**config.mk**
```make
export PLATFORM = sky130hd
export DESIGN_NAME = tape_bit_cell_modulator_top
export DESIGN_NICKNAME = d
export VERILOG_FILES = /design/src/rtl/core/tbcm_pkg.sv /design/src/rtl/core/tape_bit_cell_modulator_top.sv /design/src/rtl/core/tbcm_cfg_regs.sv /design/src/rtl/core/tbcm_seq.sv
export SDC_FILE = /design/constraint.sdc
export NUM_CORES = 1
export LEC_CHECK = 0
export ABC_AREA = 1
export ABC_CLOCK_PERIOD_IN_PS = 2900
export BUFFER_PORTS_ARGS = -buffer_cell sky130_fd_sc_hd__buf_2
export CORE_MARGIN = 8
export CORE_UTILIZATION = 25
export DETAILED_ROUTE_END_ITERATION = 7
export HOLD_SLACK_MARGIN = 0.1
export PLACE_DENSITY = 0.49
export SYNTH_ARGS = -nofsm -noshare
export SYNTH_HDL_FRONTEND = slang
export SYNTH_SLANG_ARGS = --single-unit
export TNS_END_PERCENT = 30
```
**constraint.sdc**
```tcl
create_clock -name clk -period 2.9 [get_ports clk]
set_input_delay 0 -clock clk [delete_from_list [all_inputs] [get_ports clk]]
set_output_delay 0 -clock clk [all_outputs]
set_load 0.005 [all_outputs]
```
**src/rtl/core/tbcm_pkg.sv**
```systemverilog
package tbcm_pkg;

  // Register map of the configuration port
  localparam int unsigned CFG_IDX_W  = 2;
  localparam int unsigned CFG_DATA_W = 7;

  localparam logic [CFG_IDX_W-1:0] CFG_LONG_HALF  = 2'd0;
  localparam logic [CFG_IDX_W-1:0] CFG_SHORT_HALF = 2'd1;
  localparam logic [CFG_IDX_W-1:0] CFG_AMPLITUDE  = 2'd2;

  // Register reset values
  localparam logic [3:0] LONG_HALF_RST  = 4'd4;
  localparam logic [2:0] SHORT_HALF_RST = 3'd2;
  localparam logic [6:0] AMPLITUDE_RST  = 7'd127;

  // Half-wave length limits
  localparam logic [3:0] LONG_MAX  = 4'd8;
  localparam logic [2:0] SHORT_MAX = 3'd4;

  localparam logic [7:0] MIDPOINT = 8'd128;

  // Effective settings after length clamping
  typedef struct packed {
    logic [3:0] long_len;   // 1..8
    logic [2:0] short_len;  // 1..4
    logic [6:0] amplitude;
  } cfg_t;

  // One sample handed from the sequencer to the output register
  typedef struct packed {
    logic       valid;
    logic [7:0] sample;
    logic       last;
  } emit_t;

  typedef enum logic [1:0] {
    ST_IDLE = 2'b01,
    ST_RUN  = 2'b10
  } seq_state_t;

endpackage

```
**src/rtl/core/tape_bit_cell_modulator_top.sv**
```systemverilog
// The first sample of a byte is registered in the sequencer state and then in the
// output register after the byte transfer. One sample per cycle, held by out_stall,
// from a single sample counter; a byte's 8 to 64 samples end before the next byte.
// Reset (synchronous, rst_n low): registers to defaults, polarity positive,
// sequencer idle, output register empty.
module tape_bit_cell_modulator_top (
  input  logic                            clk,
  input  logic                            rst_n,
  input  logic                            in_valid,
  output logic                            in_stall,
  input  logic [7:0]                      in_data_byte,
  output logic                            out_valid,
  input  logic                            out_stall,
  output logic [7:0]                      out_sample,
  output logic                            out_last,
  input  logic                            cfg_we,
  input  logic [tbcm_pkg::CFG_IDX_W-1:0]  cfg_index,
  input  logic [tbcm_pkg::CFG_DATA_W-1:0] cfg_wdata
);

  tbcm_pkg::cfg_t  cfg;
  tbcm_pkg::emit_t emit;
  logic            busy;
  logic            advance;
  logic            out_valid_r;
  logic [7:0]      out_sample_r;
  logic            out_last_r;

  tbcm_cfg_regs u_cfg (
    .clk       (clk),
    .rst_n     (rst_n),
    .cfg_we    (cfg_we),
    .cfg_index (cfg_index),
    .cfg_wdata (cfg_wdata),
    .cfg_o     (cfg)
  );

  // Output register may load when empty or being drained
  assign advance = !out_valid_r || !out_stall;

  tbcm_seq u_seq (
    .clk     (clk),
    .rst_n   (rst_n),
    .cfg_i   (cfg),
    .start   (in_valid && !busy),
    .byte_i  (in_data_byte),
    .advance (advance),
    .busy    (busy),
    .emit_o  (emit)
  );

  assign in_stall = busy;

  // Output register
  always_ff @(posedge clk) begin
    if (!rst_n) begin
      out_valid_r <= 1'b0;
    end else if (advance) begin
      out_valid_r <= emit.valid;
    end
  end

  always_ff @(posedge clk) begin
    if (advance && emit.valid) begin
      out_sample_r <= emit.sample;
      out_last_r   <= emit.last;
    end
  end

  assign out_valid  = out_valid_r;
  assign out_sample = out_sample_r;
  assign out_last   = out_last_r;

endmodule

```
**src/rtl/core/tbcm_cfg_regs.sv**
```systemverilog
module tbcm_cfg_regs (
  input  logic                           clk,
  input  logic                           rst_n,
  input  logic                           cfg_we,
  input  logic [tbcm_pkg::CFG_IDX_W-1:0] cfg_index,
  input  logic [tbcm_pkg::CFG_DATA_W-1:0] cfg_wdata,
  output tbcm_pkg::cfg_t                 cfg_o
);

  logic [3:0] long_half_r;
  logic [2:0] short_half_r;
  logic [6:0] amplitude_r;

  // Register writes; unknown indexes are dropped
  always_ff @(posedge clk) begin
    if (!rst_n) begin
      long_half_r  <= tbcm_pkg::LONG_HALF_RST;
      short_half_r <= tbcm_pkg::SHORT_HALF_RST;
      amplitude_r  <= tbcm_pkg::AMPLITUDE_RST;
    end else if (cfg_we) begin
      unique case (cfg_index)
        tbcm_pkg::CFG_LONG_HALF:  long_half_r  <= cfg_wdata[3:0];
        tbcm_pkg::CFG_SHORT_HALF: short_half_r <= cfg_wdata[2:0];
        tbcm_pkg::CFG_AMPLITUDE:  amplitude_r  <= cfg_wdata;
        default: ;
      endcase
    end
  end

  // Clamp lengths: zero counts as one, oversize to the limit
  always_comb begin
    if (long_half_r == 4'd0) begin
      cfg_o.long_len = 4'd1;
    end else if (long_half_r > tbcm_pkg::LONG_MAX) begin
      cfg_o.long_len = tbcm_pkg::LONG_MAX;
    end else begin
      cfg_o.long_len = long_half_r;
    end
    if (short_half_r == 3'd0) begin
      cfg_o.short_len = 3'd1;
    end else if (short_half_r > tbcm_pkg::SHORT_MAX) begin
      cfg_o.short_len = tbcm_pkg::SHORT_MAX;
    end else begin
      cfg_o.short_len = short_half_r;
    end
    cfg_o.amplitude = amplitude_r;
  end

endmodule

```
**src/rtl/core/tbcm_seq.sv**
```systemverilog
module tbcm_seq (
  input  logic                 clk,
  input  logic                 rst_n,
  input  tbcm_pkg::cfg_t       cfg_i,
  input  logic                 start,
  input  logic [7:0]           byte_i,
  input  logic                 advance,   // output stage can take a sample
  output logic                 busy,
  output tbcm_pkg::emit_t      emit_o
);

  tbcm_pkg::seq_state_t state_r, state_nxt;
  logic [7:0] shift_r, shift_nxt;
  logic [2:0] bit_cnt_r, bit_cnt_nxt;
  logic [2:0] smp_cnt_r, smp_cnt_nxt;
  logic       second_r, second_nxt;   // in second half-wave of a one bit
  logic       pol_r, pol_nxt;         // 0 = above midpoint

  logic       cur_bit;
  logic [3:0] len;
  logic [2:0] len_m1;
  logic       half_done, bit_done, byte_done, step;

  assign cur_bit   = shift_r[7];
  assign len       = cur_bit ? {1'b0, cfg_i.short_len} : cfg_i.long_len;
  assign len_m1    = 3'(len - 4'd1);
  assign half_done = (smp_cnt_r == len_m1);
  assign bit_done  = half_done && (!cur_bit || second_r);
  assign byte_done = bit_done && (bit_cnt_r == 3'd7);
  assign step      = (state_r == tbcm_pkg::ST_RUN) && advance;
  assign busy      = (state_r != tbcm_pkg::ST_IDLE);

  // Shared level unit: midpoint plus or minus amplitude
  always_comb begin
    emit_o.valid  = step;
    emit_o.sample = pol_r ? (tbcm_pkg::MIDPOINT - {1'b0, cfg_i.amplitude})
                          : (tbcm_pkg::MIDPOINT + {1'b0, cfg_i.amplitude});
    emit_o.last   = byte_done;
  end

  // Sequencer: sample, half-wave and bit counters
  always_comb begin
    state_nxt   = state_r;
    shift_nxt   = shift_r;
    bit_cnt_nxt = bit_cnt_r;
    smp_cnt_nxt = smp_cnt_r;
    second_nxt  = second_r;
    pol_nxt     = pol_r;
    unique case (state_r)
      tbcm_pkg::ST_IDLE: begin
        if (start) begin
          state_nxt   = tbcm_pkg::ST_RUN;
          shift_nxt   = byte_i;
          bit_cnt_nxt = 3'd0;
          smp_cnt_nxt = 3'd0;
          second_nxt  = 1'b0;
        end
      end
      tbcm_pkg::ST_RUN: begin
        if (step) begin
          if (half_done) begin
            smp_cnt_nxt = 3'd0;
            pol_nxt     = !pol_r;
            if (bit_done) begin
              second_nxt  = 1'b0;
              shift_nxt   = {shift_r[6:0], 1'b0};
              bit_cnt_nxt = 3'(bit_cnt_r + 3'd1);
              if (byte_done) begin
                state_nxt = tbcm_pkg::ST_IDLE;
              end
            end else begin
              second_nxt = 1'b1;
            end
          end else begin
            smp_cnt_nxt = 3'(smp_cnt_r + 3'd1);
          end
        end
      end
      default: state_nxt = tbcm_pkg::ST_IDLE;
    endcase
  end

  always_ff @(posedge clk) begin
    if (!rst_n) begin
      state_r <= tbcm_pkg::ST_IDLE;
      pol_r   <= 1'b0;
    end else begin
      state_r <= state_nxt;
      pol_r   <= pol_nxt;
    end
  end

  always_ff @(posedge clk) begin
    shift_r   <= shift_nxt;
    bit_cnt_r <= bit_cnt_nxt;
    smp_cnt_r <= smp_cnt_nxt;
    second_r  <= second_nxt;
  end

endmodule
```
After elaboration in Yosys (flattened, before gate mapping)
Cells that the tools add are included.
{"block": "word_totals", "register_bits": 42, "inputBits": 22, "output_inout_bits": 11, "elab_cells": 85}
{"block": "op_classes", "add_sub_neg": 5, "magnitude_cmp": 2, "eq_ne": 12, "n_mux": 30, "reduce_logical": 24}
{"operator": "8-bit two-way mux", "count": 5}
{"operator": "3-bit two-way mux", "count": 11}
{"operator": "8-bit one-hot mux with 2 select lines", "count": 1}
{"operator": "2-bit by 1-bit inequality test with 1-bit output (second input constant)", "count": 6}
{"operator": "3-bit one-hot mux with 2 select lines", "count": 2}
{"operator": "2-bit two-way mux", "count": 5}
{"operator": "5-bit AND reduction", "count": 2}
{"operator": "8-bit by 7-bit adder with 8-bit output (first input constant)", "count": 1}
{"operator": "8-bit by 7-bit subtractor with 8-bit output (first input constant)", "count": 1}
{"operator": "3-bit by 1-bit adder with 3-bit output (second input constant)", "count": 2}
{"operator": "2-bit AND reduction", "count": 3}
{"operator": "3-bit AND reduction", "count": 2}
{"operator": "1-bit logical AND", "count": 5}
{"operator": "1-bit logical NOT", "count": 5}
{"operator": "2-bit by 1-bit equality test with 1-bit output (second input constant)", "count": 2}
{"operator": "2-bit equality test (second input constant)", "count": 2}
{"operator": "4-bit > comparator (second input constant)", "count": 1}
{"operator": "4-bit logical NOT", "count": 1}
{"operator": "1-bit two-way mux", "count": 4}
{"operator": "2-bit one-hot mux with 2 select lines", "count": 1}
{"operator": "4-bit AND reduction", "count": 1}
{"operator": "3-bit equality test", "count": 1}
{"operator": "3-bit equality test (second input constant)", "count": 1}
{"operator": "3-bit > comparator (second input constant)", "count": 1}
{"operator": "other kinds (6)", "count": 7}

Depth between registers and ports, before layout
Gate-level depths: netlist of the first run.
{"block": "depth", "word_depth": 13, "mapped_depth": 18, "mapped_depth_nobuf": 18}

Hierarchy
From an unflattened synthesis of the first run, not the netlist that was laid out.
{"block": "hier_totals", "cells_unflattened": 260, "area_unflattened_um2": 2125.8}
{"mod": "tbcm_seq", "n_inst": 1, "cells_each": 152, "area_per_inst_um2": 1139.8}
{"mod": "tbcm_cfg_regs", "n_inst": 1, "cells_each": 91, "area_per_inst_um2": 660.6}
{"mod": "tape_bit_cell_modulator_top", "n_inst": 1, "cells_each": 17, "area_per_inst_um2": 325.3}

Least setup slack after synthesis of the first run
Ideal clock, no wire load.
{"block": "synth_timing", "kind": "reg-to-reg", "start": "reg u_seq.shift_r[7]", "end": "reg u_seq.bit_cnt_r[0], enable pin", "setup_time_ns": 0.393, "arrival_time_ns": 2.311, "required_ns": 2.507, "setup_slack_ns": 0.196, "stages_incl_launch_ff": 15, "path_buffers": 0, "path_cell_list": "edfxtp_1 nor2_1 nand2_1 nand2_2 inv_1 ha_1 inv_1 nand2_1 nand2_2 nand3_2 a21oi_4 nand3_1 nand2_1 inv_2 nor3_1"}
{"block": "synth_between", "elab_chain_len": 6, "elab_cells_between_ends": 9, "cone_classes": "add/sub: 1; eq/ne: 3; mux: 1; reduce/logical: 4"}
{"item": "from (decl)", "line_no": "tbcm_seq.sv:13", "source": "logic [7:0] shift_r, shift_nxt;"}
{"item": "from (signal assigned)", "line_no": "tbcm_seq.sv:94", "source": "shift_r <= shift_nxt;"}
{"item": "3-bit two-way mux", "line_no": "tbcm_seq.sv:25", "source": "assign len = cur_bit ? {1'b0, cfg_i.short_len} : cfg_i.long_len;"}
{"item": "3-bit by 1-bit subtractor with 3-bit output", "line_no": "tbcm_seq.sv:26", "source": "assign len_m1 = 3'(len - 4'd1);"}
{"item": "3-bit equality test", "line_no": "tbcm_seq.sv:27", "source": "assign half_done = (smp_cnt_r == len_m1);"}
{"item": "1-bit logical AND", "line_no": "tbcm_seq.sv:28", "source": "assign bit_done = half_done && (!cur_bit || second_r);"}
{"item": "2-bit by 1-bit inequality test with 1-bit output (no line)"}
{"item": "5-bit AND reduction (no line) (*)"}
{"item": "to (signal assigned)", "line_no": "tbcm_seq.sv:95", "source": "bit_cnt_r <= bit_cnt_nxt;"}
{"item": "to (decl)", "line_no": "tbcm_seq.sv:14", "source": "logic [2:0] bit_cnt_r, bit_cnt_nxt;"}
Mark *: on every way between the ends. The rest lies on a longest branch, timed or not.
A chain may end at the register's enable or synchronous reset.

Final worst setup path of the first run
{"block": "layout_timing", "start": "reg u_seq.shift_r[7]", "end": "reg u_seq.shift_r[5], enable pin"}
{"block": "layout_between", "elab_chain_len": 6, "elab_cells_between_ends": 9, "cone_classes": "add/sub: 1; eq/ne: 3; mux: 1; reduce/logical: 4"}
{"item": "3-bit two-way mux", "line_no": "tbcm_seq.sv:25"}
{"item": "3-bit by 1-bit subtractor with 3-bit output", "line_no": "tbcm_seq.sv:26"}
{"item": "3-bit equality test", "line_no": "tbcm_seq.sv:27"}
{"item": "1-bit logical AND", "line_no": "tbcm_seq.sv:28"}
{"item": "2-bit by 1-bit inequality test with 1-bit output (no line)"}
{"item": "5-bit AND reduction (no line) (*)"}
Marked as above.

==> summary by stage, run 1 <==
CTS
The maximum clock path buffer count is 2. The number of setup buffers added after CTS is 0. The latest clock arrival within the worst-skew pair is 0.28 ns.

TritonCTS built the clock tree. Counting every sink on the clock net gives 42. After clock tree synthesis, the clock-pin slew on the worst setup and hold paths is 0.08 ns.

The maximum level of the CTS H-tree is 2. Once the clock tree was built, the resizer swapped 0 gates to a different size. In this run, post-CTS hold repair placed 25 buffers.

Counting the buffers created by CTS gives 5. The root buffer cell is clkbuf_8.

Power and ir drop
In this run the power density over the cells is 752 mW/mm^2. The worst IR drop on VDD is 0.250 mV. For this design the static power due to leakage is 0.00117 uW.

STA
The post-route fraction of the period consumed by the critical path is 78.4%. At the pin with the least slew margin, the transition time is 0.463 ns. Derived from the worst setup path, the maximum achievable clock frequency is 0.440 GHz. The worst-case headroom to the max-slew limit is 68.9%. The number of slew-limit violations in the final report came to 0. The number of hold violations in the final report is 0.

Setup repair after global routing left no endpoint under its margin. The count of endpoints failing setup in the final report is 0. The total negative setup slack is 0 ns. The clock skew after layout is between 0.005 and 0.006 ns.

After layout, the minimum clock period comes to between 2 and 2.5 ns.

Cells and area
In the layout the commonest cells are nand2_1 (51), buf_2 (32), inv_1 (31). The final-stage net count is 309. The count of antenna diodes in the layout is 0. The post-route netlist has 22.4% of its cells at a drive strength greater than 1. Cells fill 34.0% of the core in the end.

The library cell used most frequently in the layout, excluding fill and tap cells, is nand2_1. The relative area change from synthesis to final layout is 32.0%. After filler insertion, the fill cell instance count of the layout stands at 802.

Route
The pre-antenna-repair detailed-routing pass consisted of 4 iterations. The routed layout has 1571 vias. The mean number of vias per cell is 4.10. The iteration-0 DRC count of the detailed router is 58. In the routed design, unresolved DRC markers number 0. Dividing the detail-routed wire length by the instance count gives 10.7 um. The routed design has 4120 um of wire.

The antenna violation net count after detailed routing is 0.

Die
Measured along the y axis, the die boundary spans ~110 um. The core area is about 0.0077 mm^2. The floorplan has 32 rows. The initial utilization of the core area, before any placement, comes to 25.8%. The die covers 0.0111 mm^2. The die is 105 um wide. The count of pins on the block boundary is 33.

Logic synthesis
The synthesized netlist contains 31 unique library cells. The post-synthesis compound-gate area fraction is about 9.9%. Synthesis produced a netlist with a net count of 246. Sorting the synthesized cells by area gives the leading types as edfxtp_1 (36%), dfxtp_1 (18%), nand2_1 (9.6%). The most used flip-flop cell after synthesis is edfxtp_1. The top cell type by area accounts for 36.2% of the synthesized area.

After Yosys synthesis, full adders, half adders and majority gates account for 4.40% of the synthesized area. The synthesized-area fraction occupied by and/or/nand/nor cells is 20.4%. The largest total area in the synthesized netlist belongs to edfxtp_1. The cell count after synthesis came out at 217.

Counting flops and latches in the post-synthesis netlist gives 42. The proportion of register bits with asynchronous set or reset after synthesis is 0%. The xor and xnor fraction of the mapped netlist area is 3.08%. The main combinational cell family by area after synthesis is simple AND/OR/NAND/NOR gates. Sequential cells were found to cover around 54% of the synthesized design area. The count of flip-flops with a built-in enable after synthesis is 24.

During synthesis, Yosys emitted a total of 0 warnings. The post-synth design cell area is 0.00199 mm^2. After synthesis, the share of cell area in mux cells is 0%. The per-instance average area after synthesis is 9.17 um^2.

Setup path
The required time reported for the critical path endpoint is 2.89 ns. The type of element capturing the critical path is a register. The kind of start point of the critical path is a register.

The maximum fanout encountered on the critical timing path is 11. The critical path in this run is classified as register to register. For the worst setup path, the data arrival time is 2.27 ns.

In this run the worst setup path begins at u_seq.shift_r[7]$_DFFE_PP_. The reg-to-reg startpoint is u_seq.shift_r[7]$_DFFE_PP_.

Job
Max-cap violations in this run came to 0.

Global route
The number of global-route vias before repair came to 1659. The total grt overflow is 0. The initial antenna violation count came to 0. The global router's overall resource usage is between 7 and 8%. Entering global routing, the biggest net connects 18 pins.

The first global-routing pass estimated 7390 um of wire.

Run status
The run finished with clean final reports.

Hold path
The tightest min-delay check is of the input port to register type. The worst hold path startpoint is cfg_index[0].

Placed design
The count of buffers inserted at the top-level ports is 32. Routability-driven placement finished with a final weighted congestion of ~0.73. The HPWL after detailed placement is between 2000 and 3000 um.
## registers in the layout, summed over array words and instances, names as in the netlist, 2 cells and up
register / flops
out_sample: 8
u_cfg.short_half_r: 3
u_seq.shift_r: 8
u_cfg.amplitude_r: 7
u_seq.state_r: 2
u_seq.bit_cnt_r: 3
u_cfg.long_half_r: 4
u_seq.smp_cnt_r: 3
## final cells by class
class	count	area, um^2	area share (%)
Sequential cell	42	1080	41.1
Multi-Input combinational cell	134	752	28.6
Timing Repair Buffer	61	440	16.8
Inverter	36	135	5.14
Tap cell	102	128	4.86
Clock buffer	7	86.3	3.29
Clock inverter	1	5.00	0.190
## synthesized netlist by cell type (all sizes together) (5+ instances only)
master	instances
a21oi	6
dfxtp	18
edfxtp	24
ha	7
inv	36
nand2	57
nand3	9
nor2	19
nor3	6
o211ai	8
o21ai	8
xor2	5
## stage by stage
step	power, uW	worst slack (ns)	area (um^2)	instances	hold WS, ns
final	1980	0.625	2630	383	0.140
after floorplan	1400	0.196	1990	217	0.126
after detailed placement	1580	0.619	2290	350	0.231
after CTS	2000	0.602	2630	383	0.126
after global routing	2130	0.483	2630	383	0.166
after global placement	1580	0.645	2290	350	0.226
## worst max-delay path: stages (launching register included)
cell and delay, ns:
edfxtp_1 0.42, nor2_1 0.14, nand2_1 0.10, nand2_2 0.08
inv_1 0.04, ha_1 0.20, inv_1 0.05, nand2_1 0.05
nand2_2 0.08, nand3_2 0.09, a21oi_4 0.19, nand3_1 0.08
nand2_1 0.08, inv_2 0.04, nor3_1 0.12, buf_4 0.23
## logic make-up after synthesis
family	Yosys count
fa+ha+maj	7
buf+inv	41
simple gates	93
compound gates	27
xor+xnor	7
flops	42
## routing by layer
metal	global-route usage, %	vias up	wire length [um]
met5	0	-	0
met4	2.45	0	38
met3	3.35	2	293
met2	12.3	33	1690
met1	9.85	714	2090
li1	-	822	-
## worst paths after layout
path,endpoint,slack [ns],depth (start not counted)
setup / recovery,u_seq.shift_r[5]$_DFFE_PP_,0.63,15
hold / removal,u_cfg.long_half_r[1]$_SDFFE_PN0P_,0.14,4
setup reg to reg,u_seq.shift_r[5]$_DFFE_PP_,0.63,15
hold reg to reg,out_sample[0]$_DFFE_PP_,0.48,0
## where the power goes
part | internal, uW | total, uW | switching, uW
sequential | 841 | 911 | 69.5
combinational | 270 | 676 | 405
clock | 192 | 389 | 197
total | 1300 | 1980 | 672
Note: power is estimated with default switching activity, not from simulation.
==> inputs of run 2 (changes only) <==
--- a/config.mk
+++ b/config.mk
@@ -6,7 +6,7 @@
 export NUM_CORES = 1
 export LEC_CHECK = 0
 export ABC_AREA = 1
-export ABC_CLOCK_PERIOD_IN_PS = 2900
+export ABC_CLOCK_PERIOD_IN_PS = 1950
 export BUFFER_PORTS_ARGS = -buffer_cell sky130_fd_sc_hd__buf_2
 export CORE_MARGIN = 8
 export CORE_UTILIZATION = 25
==> constraint.sdc (replaced) <==
create_clock -name clk -period 1.95 [get_ports clk]
set_input_delay 0 -clock clk [delete_from_list [all_inputs] [get_ports clk]]
set_output_delay 0 -clock clk [all_outputs]
set_load 0.005 [all_outputs]
==> summary by stage, run 2 (synthesis gave the netlist of run 1 again) <==
CTS
The root buffer cell is clkbuf_8. The clock slew seen by the registers of the worst setup and hold paths is 0.08 ns. TritonCTS built the clock tree. The maximum clock path buffer count is 2. The number of buffers created by CTS is 5. After clock tree synthesis, the setup repair step added 0 buffers. In this run the number of H-tree levels came out at 2. The number of sinks driven by the clock tree is 42. The later pin in the worst-skew pair is clocked with a latency of 0.29 ns.

STA
Subtracting the final worst setup slack from the clock period gives 2.13 ns. Setup repair after global routing could not meet its margin everywhere. The post-route fraction of the period consumed by the critical path is 109%. The count of endpoints failing setup in the final report is 16. The peak clock frequency supported by timing is 0.469 GHz.

After layout, the worst setup slack is -0.180 ns. For the final database, setup skew stands at between 0.006 and 0.007 ns. The worst pin sits at a relative slew slack of 63.3%. The number of slew-limit violations in the final report is 0. The number of hold violations in the final report is 0. The transition time of the tightest slew-check pin is 0.551 ns.

Cells and area
The sequential cell area is approximately 0.0011 mm^2. The count of antenna diodes in the layout is 0. The finished layout holds 391 standard cells, fillers aside. The relative area change from synthesis to final layout is 37.4%. The summed area of non-filler cells in the final layout is ~0.0027 mm^2. The commonest non-fill, non-tap cell in the layout is nand2_1. The post-route netlist has 27.3% of its cells at a drive strength greater than 1. The fill cell total of the finished layout is 795. Summing all multi-input logic gate instances after layout gives 796 um^2.

In the final design database the tool counted 317 nets. Leaving out fill and tap cells, the most frequent cells in the layout are nand2_1 (49), buf_2 (32), inv_1 (28).

Job
The number of max-cap violations is 0.

Route
Dividing the detail-routed wire length by the instance count gives 10.9 um. The number of vias in the routed layout is 1540. The wire length reported by the detailed router is around 4300 um. In the routed layout, each cell is associated on average with a via count of 3.94. The iteration-0 DRC count of the detailed router is 28. The detail route stage leaves a number of antenna-violating nets equal to 0. The count of TritonRoute iterations in the first routing pass is 4. After detailed routing, the number of remaining DRC violations is 0.

Power and ir drop
Summed over all cells, the static leakage comes to 0.00121 uW. VDD sags by at most ~0.66 mV. The total power density per cell area is between 1000 and 1500 mW/mm^2. The design draws 3140 uW.

Die
The die outline height is between 100 and 150 um. The initialized floorplan defines 32 standard-cell rows. 33 I/O pins were placed. The initial utilization of the core area, before any placement, comes to between 20 and 30%. The total area inside the core boundary comes to about 0.0077 mm^2. The width of the die is 105 um. The area of the die is 0.0111 mm^2.

Placed design
Port buffering added 32 buffers. The routability-driven placement congestion ratio is 0.738. The number of cells in the design after placement is roughly 360. Summing all placed instances gives a cell area of 0.00237 mm^2. The HPWL after detailed placement is about 3000 um.

Global route
After global routing the overflow that remains totals 0. The global router's overall resource usage is 7.80%. The number of global-route vias before repair is 1575. The pin count of the biggest net entering global routing is 18.

The first global-routing pass estimated 7110 um of wire. The initial antenna violation count is 0.

Hold path
The class of the worst hold path is input port to register.

Setup path
In this run the worst path has a maximum fanout of 6. The arrival time reported for the critical path endpoint is about 2.2 ns. STA puts the critical path data required time at 1.97 ns. The type of element capturing the critical path is a register.

The type of the setup path with the least slack is register to register. STA classifies the critical path startpoint as a register.

Run status
The final reports fail on setup timing. The run finished, with violations left.
run 2: cell count changes in the layout (fill, tap and decap cells not counted), moves of 2 or more:
cell / change
buf_4: +5
buf_6: +2
inv_1: -3
inv_2: +3
nand2_1: -2
nand2_2: +2
run 2: path summary, 6_finish.rpt:
check / from / endpoint / slack, ns / depth (start not counted)
min: cfg_index[0] / u_cfg.long_half_r[0]$_SDFFE_PN0P_ / 0.11 / 4
min reg2reg: u_cfg.amplitude_r[0]$_SDFFE_PN1P_ / out_sample[0]$_DFFE_PP_ / 0.47 / 0
max: u_seq.shift_r[7]$_DFFE_PP_ / u_seq.shift_r[3]$_DFFE_PP_ / -0.18 / 16
max reg2reg: u_seq.shift_r[7]$_DFFE_PP_ / u_seq.shift_r[3]$_DFFE_PP_ / -0.18 / 16
run 2: final cells by class:
cell class                      instances  share of cell area, %
Clock inverter                          3                  0.595
Timing Repair Buffer                   69                   18.7
Sequential cell                        42                   39.5
Clock buffer                            5                   2.52
Multi-Input combinational cell        134                   29.1
Inverter                               36                   4.94
Tap cell                              102                   4.67
run 2: repair_timing:
item | CTS | global route
endpoints found under the setup margin | 17 | 19
endpoints found under the hold margin | 24 | 0
hold buffers | 26 | 0
pin swaps | 1 | 0
gates cloned | 0 | 0
resized for setup | 1 | 4
run 2: where the power goes:
part           total (uW)  switching (uW)  internal, uW
Combinational        1240             672           566
Sequential           1360             106          1250
Clock                 549             304           245
run 2: critical path, cell delays in order (launching register included):
cell,delay [ns]
edfxtp_1,0.45
inv_2,0.11
nor2_4,0.04
a22o_1,0.18
inv_2,0.07
ha_4,0.14
inv_2,0.03
nand2_2,0.05
nand2_2,0.06
inv_2,0.05
nand2_2,0.06
a21oi_4,0.12
nand3_1,0.07
nand2_1,0.07
inv_2,0.05
nor3_4,0.15
buf_6,0.16
run 2: layer usage:
metal  part of all wire, %  global-route usage [%]
met1                    44                    8.60
met3                   5.0                    2.74
met4                  0.85                    2.45
met2                    50                    13.7
met5                     0                       0
run 2: through the flow:
step	setup WS, ns	setup TNS, ns	hold WS, ns	utilization [%]
CTS	-0.187	-2.39	0.103	35.2
finish	-0.180	-2.30	0.106	35.4
floorplan	-0.207	-2.28	0.126	-
detailed placement	-0.192	-2.48	0.227	30.7
global placement	-0.159	-1.94	0.232	30.7
global route	-0.332	-5.04	0.110	35.4
